==> src/design/cmg_div_cell.sv <==
// One restoring-division cell: settles a single quotient bit and passes on.
module cmg_div_cell #(
	parameter int NUM_W = 33,
	parameter int DEN_W = 8,
	parameter int Q_W   = 25,
	parameter int BIT   = 0
) (
	input  logic             clk,
	input  logic             en,
	input  logic [NUM_W-1:0] rem,
	input  logic [DEN_W-1:0] den,
	input  logic [Q_W-1:0]   quo,
	output logic [NUM_W-1:0] rem_q,
	output logic [DEN_W-1:0] den_q,
	output logic [Q_W-1:0]   quo_q
);
	localparam int CW = NUM_W + DEN_W;

	logic [CW-1:0]    shifted;
	logic [CW-1:0]    wide_rem;
	logic [CW-1:0]    diff;
	logic             fits;
	logic [Q_W-1:0]   quo_nxt;

	// trial subtract of the divisor at this bit weight
	always_comb begin
		shifted  = CW'(den) << BIT;
		wide_rem = CW'(rem);
		diff     = wide_rem - shifted;
		fits     = wide_rem >= shifted;
		quo_nxt  = quo;
		quo_nxt[BIT] = fits;
	end

	// hand remainder, divisor and quotient to the next cell
	always_ff @(posedge clk) begin
		if (en) begin
			rem_q <= fits ? diff[NUM_W-1:0] : rem;
			den_q <= den;
			quo_q <= quo_nxt;
		end
	end
endmodule

==> config.mk <==
export PLATFORM = sky130hd
export DESIGN_NAME = cmg_div_cell
export DESIGN_NICKNAME = d
export VERILOG_FILES = /design/src/design/cmg_div_cell.sv
export SDC_FILE = /design/constraint.sdc
export NUM_CORES = 1
export LEC_CHECK = 0
export ABC_AREA = 1
export BUFFER_PORTS_ARGS = -buffer_cell sky130_fd_sc_hd__buf_2
export CORE_AREA = 2 2 87 89
export CTS_BUF_LIST = sky130_fd_sc_hd__clkbuf_8
export DETAILED_ROUTE_END_ITERATION = 10
export DIE_AREA = 0 0 89 91
export GPL_TIMING_DRIVEN = 1
export PLACE_DENSITY = 0.87
export SLEW_MARGIN = 20
export SYNTH_ARGS = -nofsm -noshare
export SYNTH_HDL_FRONTEND = slang
export SYNTH_SLANG_ARGS = --single-unit
==> constraint.sdc <==
create_clock -name clk -period 3.3 [get_ports clk]
set_input_delay 0.66 -clock clk [delete_from_list [all_inputs] [get_ports clk]]
set_output_delay 0.66 -clock clk [all_outputs]
set_load 0.1 [all_outputs]
# == After elaboration in Yosys (flattened, before gate mapping) ==
# Cells that the tools add are included.
# op_classes
n_mux,1
add_sub_neg,1
n_lt_le_gt_ge,1
# ops
cell,count
33-bit by 8-bit >= comparator with 1-bit output,1
33-bit two-way mux,1
33-bit by 8-bit subtractor with 33-bit output,1
# totals
ff_bits,66
in_bits,68

# == Logic depth before layout (Yosys ltp) ==
# logic_depth
ltp_word,2
depth_mapped,14
depth_no_buf,14

# == Worst setup path after synthesis ==
# No wires, ideal clock.
# synth_timing
path_kind,input port to flip-flop
startpoint,in rem[0]
endpoint,reg rem_q[18] (data pin)
path_stages,13
t_required_ps,3052
t_arrival_ps,2044
setup_ps,248
setup_slack_ps,1009
path_cell_list,inv_1 > ha_1 > fa_1 > inv_1 > nand3_1 > nand3_1 > nand2_1 > nand3_1 > inv_1 > nand3_1 > nand2_1 > nand2_2 > inv_2
# synth_between
elab_chain_cells,2
word_cells_on_any_way,3
classes_between,add/sub: 1; order compare: 1; mux: 1
# synth_rtl
item,line_no,text
"start, declared",10,"input logic [NUM_W-1:0] rem,"
33-bit by 8-bit subtractor with 33-bit output or 33-bit by 8-bit >= comparator with 1-bit output (tied branches),"29, 30",
33-bit two-way mux (*),38,rem_q <= fits ? diff[NUM_W-1:0] : rem;
"end signal, assigned",38,
"end, declared",13,"output logic [NUM_W-1:0] rem_q,"
# Every way passes the cells marked *; elsewhere a longest branch is shown, timed or not.
# A chain may end at the register's enable or synchronous reset.

# == Worst setup path in the final report ==
# layout_timing
startpoint,in den[6]
endpoint,reg rem_q[26] (data pin)
# layout_between
elab_chain_cells,2
word_cells_on_any_way,3
classes_between,add/sub: 1; order compare: 1; mux: 1
# layout_rtl
item,line_no,text
"start, declared",11,"input logic [DEN_W-1:0] den,"
33-bit by 8-bit subtractor with 33-bit output or 33-bit by 8-bit >= comparator with 1-bit output (tied branches),"29, 30",
33-bit two-way mux (*),38,
# Marks and branches as above.

==> results.cfg <==
[flow_run]
maxCapViolCount = 0

[timing]
period_minus_slack_ns = 2.519
fmax_mhz = 396.9
fin_crit_sh_pct = 76.34
setup_viol = 0
tightest_slew_ns = 0.5851
tns_ns = 0
hold_violations = 0
rsz0062_at_grt = false
slew_headroom_pct = 61.00
drv_slew = 0

[global_routing]
grt_pass1_wl_um = 15810
grt_usage_pct = 25.37
gr-total-overflow = 0
antenna_found_initial = 0
grt_pass1_vias = 3477
grt_max_degree = 35

[cells_and_area]
insertedDiodeCount = 0
drive_gt1_share_pct = 36.91
syn_to_final_growth_pct = 23.98
final_cell_mix = nand2_1 (144), buf_2 (132), edfxtp_1 (66)
final_common_cell = nand2_1
fin_area_mm2 = 0.004930
fin_nets = 687

[worst_setup_path]
crit_arrival_ns = 2.61
worstPathRequired_ns = 3.39
path_class = input pin to register
start_kind = input pin
crit_start = den[6]
endpoint_kind = register
crit_fanout = 34

[power]
vdd_drop_max_uv = 292.0
p_leak_nw = 2.445
powerDensity_mw_per_mm2 = 529.6
power_mw = 2.611

[drt]
top_layer = met4
drc = 0
routed_wl_um = 9736
viasPerCell = 4.884
wl_met3_um = 527
wl_met1_um = 4106
drtAntennaViolNets = 0
initialDrtViolationCount = 141
firstDrtPassIters = 6
num_vias = 3487
wl_met2_um = 4990
routedWlPerCell_um = 13.64

[logic_synthesis]
synth_ff_type = edfxtp_1
post-synth-top-area-cell = edfxtp_1
ys_seq_elements = 66
ys_types = 25
synth_area_leaders = edfxtp_1 (50%), nand2_1 (14%), inv_1 (6.1%), nand2_2 (4.7%), nor2_1 (3.7%)
synth_top_cell_area_share_pct = 49.84
synth_area_mm2 = 0.003976
ys_seq_area_share_pct = 49.84
syn_nets = 546
ys_warn_count = 0
syn_avg_cell_area_um2 = 8.478
async_flop_share_pct = 0
synth_cells = 469
synth_edf_count = 66

[cts]
clk_pin_slew_worst_paths_ns = 0.08
clkSinkCount = 66
cts_htree_levels = 3
cts_resized = 0
hold_buffers = 0
cts.path.max_buffers = 2
cts_tree = done
post_cts_buffers = 0
cts-root-buf = clkbuf_8
cts_buffers = 9

[floorplanning]
die_area_mm2 = 0.008099
die_height_um = 91
fp.coreArea_mm2 = 0.007137
num_rows = 31
die_x_um = 89
io_pins = 134
start_util_pct = 55.72

[min_path]
hold_start = quo[4]
worstHoldPathType = input pin to register
holdPathStages = 1

[place]
hpwl_um = 7738
place_area_mm2 = 0.004730
finalWeightedCongestion = 0.9111
io_buffer_count = 132

[run_status]
status = complete, no violations
[final timing paths]
path	to	slack, ns
worst max-delay path	rem_q[26]	0.78
worst min-delay path	quo_q[4]	0.49
[critical path, stage by stage]
cell and delay (ns):
buf_2 0.09, inv_1 0.04, ha_1 0.35, nand2_1 0.10, nand2_1 0.07, nand2_1 0.06
nand2_1 0.11, inv_2 0.15, nand3_4 0.11, nor2_8 0.17, nand3_4 0.42, nand2_1 0.21
inv_1 0.05
[synthesized netlist by cell type (3+ instances only)]
cell and number:
edfxtp_1 66, ha_1 8, inv_1 65, inv_2 26
nand2_1 144, nand2_2 30, nand3_1 24, nand3_4 4
nand3b_1 3, nand4_1 19, nor2_1 39, nor2_2 10
nor2_4 4, nor3_1 3, o21ai_0 3, xnor2_1 3
xor2_1 8
[sequential cells by signal (all words and copies together) (netlist names)]
signal,flops
rem_q,33
quo_q,25
den_q,8
[logic make-up (layout without fill, tap and decap cells)]
| group | after synthesis | count (layout) | synth area share, % |
|---|---|---|---|
| compound gates | 5 | 5 | 0.6292 |
| xor+xnor | 11 | 11 | 2.423 |
| fa+ha+maj | 9 | 9 | 3.021 |
| buf+inv | 95 | 241 | 9.754 |
| flops | 66 | 66 | 49.84 |
| simple gates | 283 | 283 | 34.33 |
[where the power goes]
group / internal, mW / total (mW) / switching, mW
registers: 1.01 / 1.03 / 0.0159
logic: 0.148 / 0.891 / 0.744
clock network: 0.354 / 0.694 / 0.340
total: 1.51 / 2.61 / 1.10
[layout make-up]
| cell class | instances | area [um^2] |
|---|---|---|
| Sequential cell | 66 | 1982 |
| Fill cell | 619 | 2207 |
| Multi-Input combinational cell | 308 | 1607 |
| Tap cell | 99 | 123.9 |
| Inverter | 91 | 341.6 |
| Clock buffer | 9 | 123.9 |
| Timing Repair Buffer | 134 | 675.6 |
| Clock inverter | 7 | 76.32 |
[per-layer routing]
layer | global-route usage (%) | vias to the layer above
li1 | - | 1763
met1 | 31.69 | 1597
met2 | 44.53 | 118
met3 | 4.727 | 9
met4 | 6.592 | 0
met5 | 0 | -
[metrics by stage]
step / hold WS (ns) / cells / setup WS, ns / util, %
final: 0.4946 / 714 / 0.7807 / 69.07
after global routing: 0.4779 / 714 / 0.5973 / 69.07
after CTS: 0.4819 / 714 / 0.7948 / 69.07
after detailed placement: 0.8385 / 698 / 0.4312 / 66.27
after global placement: 0.8366 / 698 / 0.5274 / 66.27
after floorplan: 0.7589 / 469 / 1.009 / -
Note: power is estimated with default switching activity, not from simulation.
