==> src/design/cmg_sqrt_cell.sv <==
// One digit-by-digit square root cell: settles one root bit and passes on.
module cmg_sqrt_cell #(
	parameter int VW  = 62,
	parameter int BIT = 0
) (
	input  logic          clk,
	input  logic          en,
	input  logic [VW-1:0] rad,
	input  logic [VW-1:0] rt,
	output logic [VW-1:0] rad_q,
	output logic [VW-1:0] rt_q
);
	logic [VW-1:0] bval;
	logic [VW-1:0] trial;
	logic          take;

	// compare remainder with root plus the current power of four
	always_comb begin
		bval  = VW'(1) << BIT;
		trial = rt + bval;
		take  = rad >= trial;
	end

	// advance remainder and partial root
	always_ff @(posedge clk) begin
		if (en) begin
			rad_q <= take ? rad - trial : rad;
			rt_q  <= take ? (rt >> 1) + bval : rt >> 1;
		end
	end
endmodule

==> config.mk <==
export PLATFORM = sky130hd
export DESIGN_NAME = cmg_sqrt_cell
export DESIGN_NICKNAME = d
export VERILOG_FILES = /design/src/design/cmg_sqrt_cell.sv
export SDC_FILE = /design/constraint.sdc
export NUM_CORES = 1
export LEC_CHECK = 0
export ABC_AREA = 1
export BUFFER_PORTS_ARGS = -buffer_cell sky130_fd_sc_hd__buf_2
export CORE_MARGIN = 2
export CORE_UTILIZATION = 45
export DETAILED_ROUTE_END_ITERATION = 12
export MAX_ROUTING_LAYER = met4
export PLACE_DENSITY = 0.73
export SYNTH_ARGS = -nofsm -noshare
export SYNTH_HDL_FRONTEND = slang
export SYNTH_SLANG_ARGS = --single-unit
==> constraint.sdc <==
create_clock -name clk -period 4.3 [get_ports clk]
set_input_delay 0 -clock clk [delete_from_list [all_inputs] [get_ports clk]]
set_output_delay 0 -clock clk [all_outputs]
set_load 0.02 [all_outputs]
* After elaboration in Yosys (flattened, before gate mapping)
Cells that the tools add are included.
Cells by class: add/subtract/negate cells 3, $mul 0, div/mod/pow operators 0, $lt $le $gt $ge 1, eq/ne operators 0, shifts and indexed selects 0, mux-type cells 2, bitwise gates (word level) 0, reductions and logical operators 0
Operators with widths (number):
- $add 61x1->62 const B | 1
- $add 62x1->62 const B | 1
- $ge 62x62->1 | 1
- $mux 62 | 1
- $sub 62x62->62 | 1
- $mux 61 | 1
Storage, ports and cells: register bits 124, bits in latches 0, bits in writable memories 0, bits in read-only memories 0, input bits 126, output and inout bits 124, word-level logic and storage cells 9, memories kept 0

* Logic depth before layout (Yosys ltp)
Gate-level depths: netlist of run 1.
depth in word-level cells 3, mapped depth 25, depth with buffers taken out 24

* Worst setup path after synthesis of run 1
No wires, ideal clock.
path type input to register, start point input port rt[0], end point register rt_q[21] (data pin), setup time 0.253 ns, arrival 2.872 ns, required time 4.047 ns, slack 1.175 ns, cell stages on the path 25, path buffers 2, cell sequence ha_1 -> nand2_1 -> nor2_1 -> nand2_1 -> nor2_2 -> nand2_1 -> nor3_2 -> nand2_1 -> xor2_1 -> ha_1 -> nand2_2 -> nor2_2 -> inv_2 -> nor2_2 -> nand2_1 -> nor2_1 -> nand2_1 -> nand3_2 -> nor2_4 -> nand2_8 -> inv_2 -> buf_6 -> buf_4 -> nand2_1 -> nand2_1
Between the ends: word-level cells in the longest chain between the ends 3
Ends and longest elaborated chain:
- start: declaration | RTL line 9 | input logic [VW-1:0] rt,
- $add 62x1->62 | RTL line 20 | trial = rt + bval;
- $ge 62x62->1 | RTL line 21 | take = rad >= trial;
- $mux 61 | RTL line 28 | rt_q <= take ? (rt >> 1) + bval : rt >> 1;
- end signal: assignment | RTL line 28
- end: declaration | RTL line 11 | output logic [VW-1:0] rt_q
No other way between the ends. A chain may end at the register's enable or synchronous reset.

* Worst setup path in the final report of run 1
start point input port rt[1], end point register rad_q[8] (data pin)
Between the ends: word-level cells in the longest chain between the ends 3, elaborated cells on any way between the ends 4, those cells by class add/sub: 2; order compare: 1; mux: 1
Ends and longest elaborated chain:
- $add 62x1->62 (*) | RTL line 20
- $sub 62x62->62 or $ge 62x62->1 (tied branches) | RTL line 27, 21
- $mux 62 (*) | RTL line 27 | rad_q <= take ? rad - trial : rad;
- end signal: assignment | RTL line 27
- end: declaration | RTL line 10 | output logic [VW-1:0] rad_q,
Every way passes the cells marked *; elsewhere a longest branch is shown, timed or not.

==> results of run 1 <==
==> path summary, 6_finish.rpt <==
| path | depth (start not counted) | endpoint | slack [ps] | startpoint |
|---|---|---|---|---|
| worst max-delay path | 24 | rad_q[8] | 140 | rt[1] |
| worst min-delay path | 1 | rad_q[54] | 10 | en |
==> cell usage after synthesis <==
cell type,instances
nand2_1,937
inv_1,431
nor2_1,174
xor2_1,141
edfxtp_1,124
nand3_1,123
ha_1,64
o21ai_0,60
nor3_1,45
a21oi_1,38
nand4_1,30
buf_4,13
inv_2,10
nor2_2,10
clkbuf_1,9
nand3b_1,9
nor4_1,7
and2_1,6
buf_6,5
nand2_2,4
o21ai_1,4
xnor2_1,4
nor2_4,3
and3_1,2
nand3_2,2
nor3_2,2
nor3b_1,2
a21oi_2,1
buf_2,1
fa_1,1
nand2_8,1
nor2b_1,1
nor3_4,1
o211ai_1,1
o21bai_1,1
or2_2,1
==> per-stage QoR <==
stage               setup TNS, ps  utilization (%)  instance area (sq um)  setup slack (ps)  std cells
floorplan                       0                -                  13800              1170       2268
detailed placement         -17980             52.1                  15800              -251       2942
global placement           -13310             52.1                  15800              -208       2942
finish                          0             56.4                  17100               136       3043
global route                    0             56.4                  17100              21.3       3043
CTS                             0             56.3                  17100               216       3043
==> routing by layer <==
metal	up-vias	wire, um
met5	-	0
met4	0	3290
met3	131	4360
met2	762	28000
met1	7171	24500
li1	7710	-
==> area by class of cell <==
cell class	instances	area, sq um	area share (%)
multi-input combinational	1675	8220	48.0
tap	396	495	2.90
sequential	124	3720	21.8
inverter	441	1660	9.67
clock buffer	21	440	2.57
clock inverter	10	148	0.863
timing repair buffer	376	2430	14.2
==> critical path: cells and delay by family <==
family / cells / cell delay, ps
xor gates and xnor gates: 1 / 340
and+or+nand+nor: 16 / 2780
adders and majority gates: 2 / 510
buffers and inverters: 5 / 670
==> logic make-up (layout without fill, tap and decap cells) <==
family	count (synthesis)	count (layout)
compound gates	105	105
xor+xnor	145	145
fa+ha+maj	65	65
buf+inv	469	848
flops	124	124
simple gates	1360	1360
==> power breakdown <==
part	internal [uW]	switching (uW)	total [uW]
Clock	957	573	1530
Combinational	594	1270	1860
Sequential	1540	46.3	1590
Total	3100	1890	4980
==> registers in the layout (all words and copies together), names as in the netlist <==
signal  count
rad_q      62
rt_q       62
==> repair_timing <==
item / CTS / global route
hold endpoints to repair: 70 / 0
endpoints found under the setup margin: 0 / 32
hold buffers: 70 / 0
resized for setup: 0 / 3
==> impl_metrics.tcl, run 1 <==
set metrics [dict create \
    coreArea_sq_mm 0.0303 \
    routabilityCongestion 1.07 \
    holdWs_ps 11.7 \
    worst_ir_drop_vdd_v 0.000246 \
    avgRoutedWirePerCell_um 19.8 \
    tightest_slew_ps 778 \
    die_y_um 179 \
    slew_viol_final 0 \
    clock-sinks 124 \
    grt_pass1_vias 14800 \
    rows 64 \
    total_power_uw 4980 \
    synth.area.top_cells "edfxtp_1, nand2_1, inv_1" \
    grt_max_degree 66 \
    clockBufferDepth 2 \
    grt_pass1_wl_um 86500 \
    cts_root_buf "clkbuf_16" \
    finalCritPeriodShare_pct 96.8 \
    vias 15800 \
    synth_xor_area_share_pct 9.21 \
    grt.met1_usage_pct 47.0 \
    final_hold_viol_count 0 \
    overflow 0 \
    final_antenna_net_count 0 \
    cts_made_buffers 17 \
    setup_viol 0 \
    num-fill-cells 3038 \
    antenna_found_initial 0 \
    dp_hpwl_um 50600 \
    hold_path_class "in -> reg" \
    slowest_stage "xor2_1" \
    status "complete, no violations" \
    leakage_uw 0.00926 \
    postCtsSetupRepairBufs 0 \
    synth.avg_cell_area_sq_um 6.08 \
    dieArea_sq_mm 0.0320 \
    grt.busiest_layer "met2" \
    synth_seq_area_share_pct 27.0 \
    synth_cells 2268 \
    synth_top_family_by_area "simple AND/OR/NAND/NOR gates" \
    synthAdderAreaFrac_pct 5.96 \
    ys_ff_latch 124 \
    critical_path_arrival_ps 4350 \
    track_usage_pct 38.7 \
    min_period_ps 4160 \
    maxSlewHeadroom_pct 48.0 \
    synth-simple-area-share_pct 40.5 \
    yosysTopAreaCell "edfxtp_1" \
    yosysUniqueCellTypes 36 \
    critPathCaptureType "register" \
    pin_count 250 \
    drc_errors 0 \
    powerDensity_mw_per_mm2 291 \
    dieWidth_um 179 \
    crit_chain "buf_2 -> ha_1 -> nand2_1 -> nor2_1 -> nand2_1 -> nor2_4 -> nand2_1 -> nor3_2 -> nand2_1 -> nor2_1 -> xor2_1 -> ha_1 -> nand2_1 -> inv_2 -> nand2_1 -> nor3_2 -> nand2_1 -> inv_1 -> nand3_2 -> nand2_8 -> inv_2 -> buf_4 -> nand2_1 -> nand2_1" \
    cp-start-kind "primary input" \
    nets 2826 \
    final_common_cell "nand2_1" \
    rsz0062_at_grt "false" \
    use_met3_pct 4.13 \
    path_max_fanout 34 \
    final_cell_mix "nand2_1, inv_1, buf_2, nor2_1, xor2_1" \
    drt_first_pass_iters 5 \
    path_common_cell "nand2_1" \
    synth_area_sq_mm 0.0138 \
    synth_compound_area_share_pct 3.88 \
    yosys_warnings 0 \
    cts_tree "yes" \
    n_antenna_cell 0 \
    port_buffers 249 \
    h-tree-depth 4 \
    max_stage_delay_ps 340 \
    drive_above_1_share_pct 13.9 \
    synthMuxAreaShare_pct 0 \
    clkSlewWorstSetupHoldPaths_ps 60 \
    critical_path_class "in -> reg" \
    cap_violations 0 \
    synthesis.nets 2459 \
    via_per_inst 5.18 \
    area_growth_pct 24.2 \
    synth_top_area_share_pct 27.0 \
    start_util_pct 45.4 \
    finalWirelength_um 60200 \
    required_ps 4490 \
    drt-initial-drc-count 1432 \
    fmax_mhz 240 \
    grt_use_met2_pct 63.9 \
]
(Power assumes the default switching activity.)
==> inputs of run 2 (changes only) <==
--- a/config.mk
+++ b/config.mk
@@ -6,7 +6,7 @@
 export NUM_CORES = 1
 export LEC_CHECK = 0
 export ABC_AREA = 1
-export BUFFER_PORTS_ARGS = -buffer_cell sky130_fd_sc_hd__buf_2
+export BUFFER_PORTS_ARGS = -buffer_cell sky130_fd_sc_hd__buf_4
 export CORE_MARGIN = 2
 export CORE_UTILIZATION = 45
 export DETAILED_ROUTE_END_ITERATION = 12
==> impl_metrics.tcl, run 2 (synthesis results as in run 1) <==
set metrics [dict create \
    status "complete, no violations" \
    coreArea_sq_mm 0.0303 \
    n_antenna_cell 0 \
    drive_above_1_share_pct 13.8 \
    final_hold_viol_count 0 \
    via_per_inst 5.25 \
    required_ps 4470 \
    slowest_stage "dlygate4sd3_1" \
    start_util_pct 45.4 \
    crit_chain "dlygate4sd3_1 -> buf_4 -> nand3_1 -> inv_1 -> nand2_1 -> nor2_1 -> buf_4 -> nand3_1 -> nor3_1 -> xor2_1 -> ha_1 -> a21oi_1 -> o21ai_0 -> a21oi_1 -> nand3_2 -> nor2_4 -> nand2_8 -> buf_4 -> nand2_1 -> o21ai_0" \
    routabilityCongestion 1.03 \
    track_usage_pct 39.4 \
    die_y_um 179 \
    max_stage_delay_ps 550 \
    slew_viol_final 0 \
    cp_top_family "simple AND/OR/NAND/NOR gates" \
    final_common_cell "nand2_1" \
    avgRoutedWirePerCell_um 20.1 \
    tightest_slew_ps 736 \
    path_common_cell "buf_4" \
    cts_tree "yes" \
    critical_path_class "in -> reg" \
    fin_tns_setup_ps 0 \
    cap_violations 0 \
    dpl-instance-area_sq_mm 0.0164 \
    dieWidth_um 179 \
    leakage_uw 0.00945 \
    path_max_fanout 37 \
    clock-sinks 124 \
    dp_cells 2940 \
    drt_first_pass_iters 6 \
    drc_errors 0 \
    final_antenna_net_count 0 \
    rows 64 \
    maxSlewHeadroom_pct 50.7 \
    cts_made_buffers 17 \
    finalWirelength_um 61300 \
    overflow 0 \
    hold_path_class "in -> reg" \
    fin_ws_ps 176 \
    vias 16000 \
    postCtsSetupRepairBufs 0 \
    dp_hpwl_um 51000 \
    area_growth_pct 28.5 \
    final_cell_mix "nand2_1, inv_1, buf_4, nor2_1, xor2_1" \
    critPathCaptureType "register" \
    finalCritPeriodShare_pct 95.9 \
    grt_max_degree 63 \
    antenna_found_initial 0 \
    nets 2831 \
    dpl_worst_slack_ps 67.0 \
    rsz0062_at_grt "false" \
    holdWs_ps 6.42 \
    cts_root_buf "clkbuf_16" \
    critical_path_arrival_ps 4290 \
    pin_count 250 \
    grt_pass1_wl_um 88900 \
    clockBufferDepth 2 \
    drt-initial-drc-count 1483 \
    worst_ir_drop_vdd_v 0.000211 \
    final_cells 3047 \
    min_period_ps 4120 \
    cp-start-kind "primary input" \
    dieArea_sq_mm 0.0320 \
    reg_top3 "rad_q x62, rt_q x62" \
    h-tree-depth 4 \
    setup_viol 0 \
    fmax_mhz 242 \
    fin_area_sq_mm 0.0177 \
    clkSlewWorstSetupHoldPaths_ps 60 \
    powerDensity_mw_per_mm2 280 \
    cp_num_buf_inv 5 \
    grt_pass1_vias 15200 \
    port_buffers 249 \
]
run 2: per-layer routing:
| metal | global-route usage (%) | wire [um] | up-vias |
|---|---|---|---|
| li1 | - | - | 7683 |
| met1 | 46.6 | 23900 | 7314 |
| met2 | 64.6 | 28700 | 869 |
| met3 | 5.58 | 5080 | 145 |
| met4 | 21.5 | 3690 | 0 |
| met5 | - | 0 | - |
run 2: final cells by class:
class / instances / area (sq um)
clock buffers: 19 / 433
clock inverters: 11 / 80.1
fillers: 2977 / 12600
inverters: 441 / 1660
multi-input cells: 1675 / 8220
flip-flops and latches: 124 / 3720
well taps: 396 / 495
repair buffers: 381 / 3110
run 2: final timing paths:
kind   from   endpoint  slack (ps)  depth (start not counted)
max   rt[3]   rt_q[42]         180                         20
min      en  rad_q[54]           6                          1
run 2: stage by stage:
step / utilization (%) / total power, uW
3_5_place_dp: 54.1 / 3510
3_3_place_gp: 54.1 / 3480
6_report: 58.4 / 4960
2_1_floorplan: - / 2730
4_1_cts: 58.3 / 4910
5_1_grt: 58.4 / 5180
run 2: timing repair:
item,CTS,global route
gates resized for setup,0,4
hold buffers,77,0
setup endpoints to repair,0,58
hold endpoints to repair,77,0
run 2: power by group:
part           switching, uW  internal [uW]
clock network            589            775
logic                   1280            715
registers               59.3           1550
total                   1930           3040
==> inputs of run 3 (changes only) <==
--- a/config.mk
+++ b/config.mk
@@ -7,6 +7,7 @@
 export LEC_CHECK = 0
 export ABC_AREA = 1
 export BUFFER_PORTS_ARGS = -buffer_cell sky130_fd_sc_hd__buf_4
+export CORE_ASPECT_RATIO = 0.8
 export CORE_MARGIN = 2
 export CORE_UTILIZATION = 45
 export DETAILED_ROUTE_END_ITERATION = 12
==> impl_metrics.tcl, run 3 (synthesis results as in run 1) <==
set metrics [dict create \
    status "complete, no violations" \
    critical_path_class "in -> reg" \
    clock-sinks 124 \
    maxSlewHeadroom_pct 32.0 \
    drc_errors 0 \
    final_cell_mix "nand2_1, inv_1, buf_4, nor2_1, xor2_1" \
    final_common_cell "nand2_1" \
    h-tree-depth 4 \
    hold_path_class "in -> reg" \
    worst_ir_drop_vdd_v 0.000320 \
    track_usage_pct 40.1 \
    fin_area_sq_mm 0.0181 \
    grt.busiest_layer "met1" \
    leakage_uw 0.00965 \
    path_max_fanout 25 \
    grt.met1_usage_pct 57.0 \
    fin_tns_setup_ps 0 \
    fmax_mhz 240 \
    vias 16100 \
    via_per_inst 5.22 \
    overflow 0 \
    routabilityCongestion 1.09 \
    clkSlewWorstSetupHoldPaths_ps 80 \
    cts_made_buffers 17 \
    tightest_slew_ps 1010 \
    rsz0062_at_grt "false" \
    avgRoutedWirePerCell_um 20.3 \
    drt_first_pass_iters 7 \
    grt_pass1_vias 14900 \
    finalCritPeriodShare_pct 97.1 \
    max_stage_delay_ps 540 \
    min_period_ps 4170 \
    area_growth_pct 31.3 \
    clockBufferDepth 2 \
    hold_depth 3 \
    worstSetupStartpoint "rt[24]" \
    cts_tree "yes" \
    dp_hpwl_um 51500 \
    rows 57 \
    total_power_uw 5280 \
    grt_pass1_wl_um 90500 \
    holdWs_ps 1.23 \
    reg_top3 "rad_q x62, rt_q x62" \
    powerDensity_mw_per_mm2 292 \
    cap_violations 0 \
    final_cells 3086 \
    port_buffers 249 \
    pin_count 250 \
    antenna_found_initial 0 \
    dieArea_sq_mm 0.0321 \
    postCtsSetupRepairBufs 0 \
    drt-initial-drc-count 1873 \
    nets 2851 \
    slowest_stage "dlygate4sd3_1" \
    dpl-instance-area_sq_mm 0.0166 \
    final_hold_viol_count 0 \
    start_util_pct 45.6 \
    grt_max_degree 74 \
    endpoint "rad_q[55]" \
    critPathCaptureType "register" \
    use_met3_pct 9.43 \
    critical_path_arrival_ps 4370 \
    drive_above_1_share_pct 14.9 \
    final_antenna_net_count 0 \
    die_y_um 161 \
    dieWidth_um 200 \
    path_common_cell "nand2_1" \
    cts_root_buf "clkbuf_16" \
    dp_cells 2975 \
    slew_viol_final 0 \
    finalWirelength_um 62800 \
    grt_use_met2_pct 55.5 \
    n_antenna_cell 0 \
    cp-start-kind "primary input" \
    coreArea_sq_mm 0.0302 \
    setup_viol 0 \
    required_ps 4490 \
]
-- run 3: cell count changes in the layout (fill, tap and decap cells not counted), sizes merged, moves of 2 or more --
| cell | delta |
|---|---|
| clkinv | -5 |
| buf | +18 |
| dlygate4sd3 | +2 |
| bufinv | +3 |
| inv | +6 |
-- run 3: how the worst min path moves through the flow --
stage          startpoint  endpoint
2_1_floorplan          en  rad_q[0]
3_3_place_gp       rad[7]  rad_q[7]
3_5_place_dp       rad[6]  rad_q[6]
4_1_cts            rt[16]  rt_q[15]
5_1_grt            rt[56]  rt_q[55]
6_report           rt[16]  rt_q[15]
-- run 3: worst max-delay path, delay by kind of cell --
| kind | cells | cell delay (ps) |
|---|---|---|
| simple gates | 16 | 2330 |
| buf+inv | 7 | 1400 |
| xor+xnor | 1 | 200 |
| fa+ha+maj | 1 | 350 |
-- run 3: timing repair --
item                       in CTS  in global routing
hold endpoints to repair       79                  0
resized for setup               0                 12
setup endpoints to repair       0                124
hold buffers                   79                  0
-- run 3: layer usage --
layer  part of all wire, %  routed length (um)
met1                    44               27800
met2                    40               24900
met3                    12                7750
met4                   3.7                2330
met5                     0                   0
-- run 3: metrics by stage --
| step | worst slack, ps | util (%) |
|---|---|---|
| 2_1_floorplan | 1170 | - |
| 3_3_place_gp | 101 | 54.9 |
| 3_5_place_dp | 70.8 | 54.9 |
| 4_1_cts | 200 | 59.6 |
| 5_1_grt | 2.36 | 59.8 |
| 6_report | 127 | 59.8 |
-- run 3: cell type report --
class,instances,area [sq um]
multi-input combinational,1675,8260
fill,2894,12100
sequential,124,3720
clock buffer,18,429
clock inverter,14,206
inverter,441,1660
tap,413,517
timing repair buffer,401,3300
-- run 3: power by group --
part	switching, uW	internal, uW	total [uW]
Combinational	1270	735	2010
Sequential	66.6	1550	1610
Clock	673	985	1660
